File: src/sv/ufse_pkg.sv
// ----------------------------------------------------------------------------
// ufse_pkg: shared types for the union-find splice engine
// Node width, table depth and the command/status bundles between controller
// and datapath.
// ----------------------------------------------------------------------------
package ufse_pkg;

    localparam int NODE_COUNT = 1024;
    localparam int NODE_W     = $clog2(NODE_COUNT);

    typedef logic [NODE_W-1:0] t_node;

    // Datapath operations issued by the controller
    typedef enum logic [2:0] {
        DP_NOP,
        DP_CLEAR,
        DP_LOAD,
        DP_SPLICE_U,
        DP_SPLICE_W,
        DP_CLIMB,
        DP_COMPRESS
    } t_dp_op;

    typedef struct packed {
        t_dp_op op;
        logic   kind;
        t_node  node_a;
        t_node  node_b;
    } t_dp_cmd;

    typedef struct packed {
        logic  clear_last;   // clearing pass writes its final entry
        logic  par_eq;       // parent(u) == parent(w)
        logic  par_gt;       // parent(u) >  parent(w)
        logic  u_root;       // u is its own parent
        logic  w_root;       // w is its own parent
        logic  at_top;       // u == w
        logic  next_at_top;  // parent(u) == w
        t_node top;          // current w walker, the root after a find
    } t_dp_status;

endpackage

File: src/sv/ufse_ctrl.sv
// ----------------------------------------------------------------------------
// ufse_ctrl: sequencer for the union-find splice engine
// Runs the clearing pass, steps insert splicing and find/compress walks one
// memory read-modify-write at a time, and owns the result register.
// ----------------------------------------------------------------------------
module ufse_ctrl (
    input  logic                  i_clk,
    input  logic                  i_rst_n,
    input  logic                  i_in_valid,
    output logic                  o_in_ready,
    input  logic                  i_in_kind,
    input  ufse_pkg::t_node       i_in_node_a,
    input  ufse_pkg::t_node       i_in_node_b,
    output logic                  o_out_valid,
    input  logic                  i_out_ready,
    output logic                  o_out_kind,
    output logic                  o_out_linked,
    output ufse_pkg::t_node       o_out_root,
    output ufse_pkg::t_dp_cmd     o_cmd,
    input  ufse_pkg::t_dp_status  i_status
);
    import ufse_pkg::*;

    typedef enum logic [3:0] {
        S_CLEAR,
        S_IDLE,
        S_INS_RD,
        S_INS_EV,
        S_F1_RD,
        S_F1_EV,
        S_F2_RD,
        S_F2_EV,
        S_FIN
    } t_state;

    t_state r_state, n_state;
    logic   r_kind, n_kind;
    logic   r_linked, n_linked;
    logic   r_out_valid, n_out_valid;
    logic   r_out_kind, n_out_kind;
    logic   r_out_linked, n_out_linked;
    t_node  r_out_root, n_out_root;

    logic   accept;

    assign o_in_ready = (r_state == S_IDLE);
    assign accept     = i_in_valid && o_in_ready;

    always_comb begin
        n_state      = r_state;
        n_kind       = r_kind;
        n_linked     = r_linked;
        n_out_valid  = r_out_valid;
        n_out_kind   = r_out_kind;
        n_out_linked = r_out_linked;
        n_out_root   = r_out_root;
        o_cmd.op     = DP_NOP;
        o_cmd.kind   = i_in_kind;
        o_cmd.node_a = i_in_node_a;
        o_cmd.node_b = i_in_node_b;

        // drop the result once the sink takes it
        if (r_out_valid && i_out_ready) begin
            n_out_valid = 1'b0;
        end

        unique case (r_state)
            S_CLEAR: begin
                o_cmd.op = DP_CLEAR;
                if (i_status.clear_last) begin
                    n_state = S_IDLE;
                end
            end
            S_IDLE: begin
                if (accept) begin
                    o_cmd.op = DP_LOAD;
                    n_kind   = i_in_kind;
                    n_linked = 1'b0;
                    n_state  = i_in_kind ? S_F1_RD : S_INS_RD;
                end
            end
            S_INS_RD: n_state = S_INS_EV;
            S_INS_EV: begin
                if (i_status.par_eq) begin
                    n_state = S_FIN;
                end else if (i_status.par_gt) begin
                    o_cmd.op = DP_SPLICE_U;
                    n_linked = i_status.u_root;
                    n_state  = i_status.u_root ? S_FIN : S_INS_RD;
                end else begin
                    o_cmd.op = DP_SPLICE_W;
                    n_linked = i_status.w_root;
                    n_state  = i_status.w_root ? S_FIN : S_INS_RD;
                end
            end
            S_F1_RD: n_state = S_F1_EV;
            S_F1_EV: begin
                if (!i_status.w_root) begin
                    o_cmd.op = DP_CLIMB;
                    n_state  = S_F1_RD;
                end else begin
                    n_state = i_status.at_top ? S_FIN : S_F2_RD;
                end
            end
            S_F2_RD: n_state = S_F2_EV;
            S_F2_EV: begin
                o_cmd.op = DP_COMPRESS;
                n_state  = i_status.next_at_top ? S_FIN : S_F2_RD;
            end
            S_FIN: begin
                // hold until the result slot is free
                if (!r_out_valid || i_out_ready) begin
                    n_out_valid  = 1'b1;
                    n_out_kind   = r_kind;
                    n_out_linked = r_kind ? 1'b0 : r_linked;
                    n_out_root   = r_kind ? i_status.top : '0;
                    n_state      = S_IDLE;
                end
            end
            default: n_state = S_IDLE;
        endcase
    end

    always_ff @(posedge i_clk) begin
        if (!i_rst_n) begin
            r_state     <= S_CLEAR;
            r_out_valid <= 1'b0;
            r_kind      <= 1'b0;
            r_linked    <= 1'b0;
        end else begin
            r_state     <= n_state;
            r_out_valid <= n_out_valid;
            r_kind      <= n_kind;
            r_linked    <= n_linked;
        end
        r_out_kind   <= n_out_kind;
        r_out_linked <= n_out_linked;
        r_out_root   <= n_out_root;
    end

    assign o_out_valid  = r_out_valid;
    assign o_out_kind   = r_out_kind;
    assign o_out_linked = r_out_linked;
    assign o_out_root   = r_out_root;

endmodule

File: config.mk
export PLATFORM = sky130hd
export DESIGN_NAME = ufse_ctrl
export DESIGN_NICKNAME = d
export VERILOG_FILES = /design/src/sv/ufse_pkg.sv /design/src/sv/ufse_ctrl.sv
export SDC_FILE = /design/constraint.sdc
export NUM_CORES = 1
export LEC_CHECK = 0
export BUFFER_PORTS_ARGS = -buffer_cell sky130_fd_sc_hd__buf_2
export CORE_ASPECT_RATIO = 0.5
export CORE_MARGIN = 4
export CORE_UTILIZATION = 36
export DETAILED_ROUTE_END_ITERATION = 8
export HOLD_SLACK_MARGIN = 0.06
export PLACE_DENSITY_LB_ADDON = 0.2
export SLEW_MARGIN = 20
export SYNTH_ARGS = -nofsm -noshare
export SYNTH_HDL_FRONTEND = slang
export SYNTH_SLANG_ARGS = --single-unit
File: constraint.sdc
create_clock -name i_clk -period 1.8 [get_ports i_clk]
set_input_delay 0.36 -clock i_clk [delete_from_list [all_inputs] [get_ports i_clk]]
set_output_delay 0.36 -clock i_clk [all_outputs]
set_load 0.01 [all_outputs]
==> results of run 1 <==
## flip-flops by register name (all words and copies together) (netlist names)
name	cells
o_out_kind	1
o_out_linked	1
o_out_root	10
o_out_valid	1
r_kind	1
r_linked	1
r_state	4
## stage by stage
step | setup slack, ps | power [mW] | setup TNS (ps) | hold slack [ps] | area [um2]
CTS | 7.11 | 0.879 | 0 | 370 | 1280
global placement | 166 | 0.573 | 0 | 516 | 1220
global route | -26.0 | 0.906 | -39.9 | 376 | 1350
floorplan | 125 | 0.568 | 0 | 442 | 1100
detailed placement | 153 | 0.574 | 0 | 531 | 1220
finish | 86.6 | 0.869 | 0 | 373 | 1350
## how the worst min path moves through the flow
stage	cells past startpoint	slack [ps]	from	to
6_report	2	370	i_rst_n	r_state[3]
2_1_floorplan	0	440	r_kind	o_out_kind
5_1_grt	2	380	i_rst_n	r_state[3]
4_1_cts	2	370	i_rst_n	r_state[3]
3_5_place_dp	1	530	r_linked	r_linked
3_3_place_gp	1	520	r_linked	r_linked
## power groups by stage
stage,logic [mW],clock network (mW),registers [mW]
after floorplan,0.0910,0,0.477
after global placement,0.0926,0,0.480
after detailed placement,0.0932,0,0.480
after CTS,0.0947,0.314,0.471
after global routing,0.111,0.326,0.469
final,0.0990,0.301,0.468
## cell type report
class,instances,area [um2]
clock buffer,3,41.3
clock inverter,1,5.00
fill,260,1400
inverter,5,18.8
multi-input combinational,59,430
sequential,19,510
tap,37,46.3
timing repair buffer,49,293
## critical path, cell delays in order, from the launching register on
cell	delay (ps)
dfxtp_4	380
nor4bb_4	310
nand3_1	130
o211ai_1	110
buf_2	160
## kinds of logic after synthesis
kind of cell / Yosys count
buf+inv: 30
mux: 1
simple gates: 38
compound gates: 20
flops: 19
## cells in the final DEF, fill, tap and decap left out, drive strengths merged, types with 2 or more instances in the layout
| cell | count |
|---|---|
| nor2 | 3 |
| nor3 | 2 |
| o31ai | 2 |
| o21ai | 2 |
| nor2b | 5 |
| inv | 5 |
| buf | 48 |
| dfxtp | 7 |
| nand3b | 3 |
| nand3 | 6 |
| o2111ai | 2 |
| a21oi | 5 |
| and2 | 10 |
| clkbuf | 4 |
| edfxtp | 12 |
| nand2 | 2 |
## metal layers
metal	part of all wire, %	vias to the layer above	global-route usage, %
li1	-	423	-
met1	42	382	14.4
met2	44	40	20.5
met3	11	8	4.55
met4	2.7	0	8.83
met5	0	-	0
## what timing repair did
action	4_1_cts	5_1_grt
setup endpoints to repair	3	3
setup buffers	0	5
resized for setup	3	6
pin swaps	1	3
==> flow_metrics.env, run 1 <==
export IMPL_status="finished, final reports clean"
export IMPL_start_kind="flop"
export IMPL_cts_tree="done"
export IMPL_drt_iter0_drc=31
export IMPL_clock_skew_ps=0.474
export IMPL_crit_path_end_kind="primary output"
export IMPL_grt_max_degree=15
export IMPL_power_density_nw_per_um2=646
export IMPL_io_buffers=39
export IMPL_viasPerCell=4.93
export IMPL_die_w_um=86.1
export IMPL_p_sw_share_pct=22.9
export IMPL_antenna_cells=0
export IMPL_cts_buffers_inserted=3
export IMPL_slew_headroom_pct=78.2
export IMPL_syn_inst=108
export IMPL_grt_overflow=0
export IMPL_clock_root_buffer="clkbuf_8"
export IMPL_final_core_util_pct=48.9
export IMPL_period_needed_ps=1710
export IMPL_synth_adder_area_share_pct=0
export IMPL_wl_per_cell_um=14.6
export IMPL_path_max_fanout=7
export IMPL_ys_top_cells_by_count="21 x buf_4, 12 x edfxtp_1, 10 x and2_1, 7 x dfxtp_1, 6 x nand3_1"
export IMPL_num_nets_final=179
export IMPL_firstDrtPassIters=4
export IMPL_syn_to_final_growth_pct=22.6
export IMPL_rows=13
export IMPL_cap_violations=0
export IMPL_yosysMostFrequentCell="buf_4"
export IMPL_hp_class="input pin to flop"
export IMPL_drc_errors=0
export IMPL_synthSimpleGateAreaFrac_pct=22.8
export IMPL_synth_edff_count=12
export IMPL_drive_gt1_share_pct=46.3
export IMPL_clkTransAtPathRegs_ps=70
export IMPL_combPwrFrac_pct=11.4
export IMPL_crit_required_ps=1440
export IMPL_synthMuxAreaShare_pct=0.912
export IMPL_drv_slew=0
export IMPL_cts_max_level=1
export IMPL_max_slew_worst_pin_slew_ps=327
export IMPL_synth_xor_area_share_pct=0
export IMPL_yosysTopAreaCell="edfxtp_1"
export IMPL_cts_buffer_depth=2
export IMPL_dp_hpwl_mm=1.93
export IMPL_crit_end="o_cmd[22]"
export IMPL_switchingPower_mw=0.198
export IMPL_pwr_share_clk_pct=34.7
export IMPL_rsz0062_at_grt="true"
export IMPL_gp_congestion=0.791
export IMPL_synthArstFlopShare_pct=0
export IMPL_p_seq_share_pct=53.9
export IMPL_die_h_um=47.0
export IMPL_ys_seq_area_share_pct=45.6
export IMPL_power_leakage_nw=0.535
export IMPL_initial_utilization_pct=39.9
export IMPL_grt_total_usage_pct=12.6
export IMPL_r2r_slack_ps=210
export IMPL_synth_ff_type="edfxtp_1"
export IMPL_final_cells=173
export IMPL_p_int_mw=0.670
export IMPL_synth_compound_area_share_pct=13.1
export IMPL_grt_pass1_wl_mm=3.70
export IMPL_dieArea_um2=4050
export IMPL_numClockSinks=19
export IMPL_fmax_mhz=584
export IMPL_yosys_warnings=0
export IMPL_antenna_found_initial=0
export IMPL_critPathLaunch="r_state[2]"
export IMPL_insertion_delay_ps=260
export IMPL_critPathKind="flop to primary output"
export IMPL_drt_total_wl_mm=2.53
export IMPL_antenna_left=0
export IMPL_grt_pass1_vias=739
export IMPL_setup_viol=0
export IMPL_synth_area_leaders="edfxtp_1 33%, buf_4 14%, dfxtp_1 13%"
export IMPL_core_area_um2=2750
export IMPL_syn_area_um2=1100
export IMPL_synth_top_family_by_area="simple AND/OR/NAND/NOR gates"
export IMPL_ir_worst_vdd_mv=0.236
export IMPL_worstPathArrival_ps=1350
export IMPL_place_inst=164
export IMPL_yosysUniqueCellTypes=35
export IMPL_r2r_cells=4
export IMPL_ys_seq_elements=19
export IMPL_rr_startpoint="r_state[1]"
export IMPL_pin_count=80
export IMPL_synth_avg_cell_area_um2=10.2
export IMPL_synthesis_nets=150
export IMPL_netlist_area_leader_share_pct=32.8
export IMPL_period_share_pct=95.2
export IMPL_finalHoldViolations=0
export IMPL_rr_endpoint="o_out_linked"
export IMPL_vias=853
export IMPL_cts_hold_buffers=0
Note: power is estimated with default switching activity, not from simulation.
==> run 2, diff against run 1 <==
CORE_UTILIZATION = 35   (was 36)
==> flow_metrics.env, run 2 (same netlist as run 1, synthesis figures left out) <==
export IMPL_gp_congestion=0.758
export IMPL_clock_skew_ps=2.52
export IMPL_viasPerCell=4.86
export IMPL_place_inst=168
export IMPL_critPathKind="flop to primary output"
export IMPL_drive_gt1_share_pct=49.6
export IMPL_drt_total_wl_mm=2.50
export IMPL_fillers=291
export IMPL_period_needed_ps=1720
export IMPL_grt_total_usage_pct=11.2
export IMPL_finalHoldViolations=0
export IMPL_setup_viol=0
export IMPL_io_buffers=39
export IMPL_final_cells=177
export IMPL_grt_pass1_wl_mm=3.53
export IMPL_syn_to_final_growth_pct=27.1
export IMPL_initial_utilization_pct=36.6
export IMPL_clkTransAtPathRegs_ps=70
export IMPL_power_density_nw_per_um2=626
export IMPL_drc_errors=0
export IMPL_die_w_um=87.2
export IMPL_layout_commonest_cell="buf_2"
export IMPL_firstDrtPassIters=4
export IMPL_antenna_found_initial=0
export IMPL_fmax_mhz=583
export IMPL_start_kind="flop"
export IMPL_ir_worst_vdd_mv=0.265
export IMPL_grt_overflow=0
export IMPL_cts_max_level=1
export IMPL_antenna_left=0
export IMPL_dp_hpwl_mm=1.88
export IMPL_cts_hold_buffers=0
export IMPL_holdWs_ps=374
export IMPL_cap_violations=0
export IMPL_worstPathArrival_ps=1360
export IMPL_drt_iter0_drc=13
export IMPL_rows=14
export IMPL_cts_tree="done"
export IMPL_power_leakage_nw=0.545
export IMPL_path_max_fanout=4
export IMPL_crit_path_end_kind="primary output"
export IMPL_grt_max_degree=14
export IMPL_largest_register_ffs=10
export IMPL_seq_area_um2=513
export IMPL_clock_root_buffer="clkbuf_8"
export IMPL_max_slew_worst_pin_slew_ps=308
export IMPL_pin_count=80
export IMPL_num_nets_final=180
export IMPL_core_area_um2=3000
export IMPL_cts_buffer_depth=2
export IMPL_most_common_layout_cells="39 x buf_2, 12 x edfxtp_1, 10 x and2_1"
export IMPL_status="finished, final reports clean"
export IMPL_die_h_um=47.6
export IMPL_crit_required_ps=1440
export IMPL_multi_input_area_um2=464
export IMPL_insertion_delay_ps=260
export IMPL_numClockSinks=19
export IMPL_hp_class="input pin to flop"
export IMPL_period_share_pct=95.3
export IMPL_grt_pass1_vias=716
export IMPL_wl_per_cell_um=14.1
export IMPL_antenna_cells=0
export IMPL_cts_buffers_inserted=3
export IMPL_dieArea_um2=4150
export IMPL_vias=860
export IMPL_drv_slew=0
export IMPL_slew_headroom_pct=79.5
-- run 2: cell types whose count changed in the layout (fill, tap and decap cells not counted), sizes merged --
cell    change
buf         +2
clkbuf      -1
-- run 2: stage by stage --
step	power, mW	utilization (%)	setup slack (ps)	area (um2)	TNS [ps]
finish	0.873	46.6	84.2	1400	0
detailed placement	0.573	41.0	195	1230	0
floorplan	0.568	-	125	1100	0
CTS	0.867	42.9	3.29	1280	0
global route	0.919	46.6	-2.60	1400	-2.60
global placement	0.574	41.0	201	1230	0
-- run 2: path summary, 6_finish.rpt --
kind / start / to / slack [ps] / cells past startpoint
hold / removal: i_rst_n / r_state[3] / 370 / 2
setup / recovery: r_state[1] / o_cmd[22] / 80 / 5
setup reg to reg: r_state[2] / o_out_root[2] / 120 / 4
hold reg to reg: r_linked / r_linked / 530 / 1
-- run 2: report_power, final --
part | leakage [nW] | total, mW | internal, mW | switching, mW
combinational | 0.360 | 0.105 | 0.0576 | 0.0478
sequential | 0.159 | 0.468 | 0.461 | 0.00726
clock | 0.0255 | 0.300 | 0.154 | 0.146
total | 0.545 | 0.873 | 0.672 | 0.201
-- run 2: what timing repair did --
action / CTS / global route
resized for setup: 3 / 14
endpoints found under the setup margin: 2 / 3
buffers inserted: 0 / 5
pin swaps: 1 / 4
-- run 2: worst max-delay path: stages, from the launching register on --
cell	delay, ps
dfxtp_4	370
buf_12	130
nor4b_4	230
nand2_1	110
o211ai_1	100
buf_2	150
-- run 2: cell type report --
cell class | count | area share [%]
sequential | 19 | 36.8
multi-input combinational | 59 | 33.3
timing repair buffer | 50 | 21.7
tap | 40 | 3.59
clock buffer | 3 | 2.96
inverter | 5 | 1.35
clock inverter | 1 | 0.359
-- run 2: routing by layer --
layer  routed length (um)  vias to the layer above  global-route usage, %  share of wire, %
met2                 1090                       50                   17.3                44
met5                    0                        -                      0                 0
met3                  298                       10                   4.98                12
met1                 1050                      375                   13.6                42
met4                   64                        0                   5.50               2.6
li1                     -                      425                      -                 -
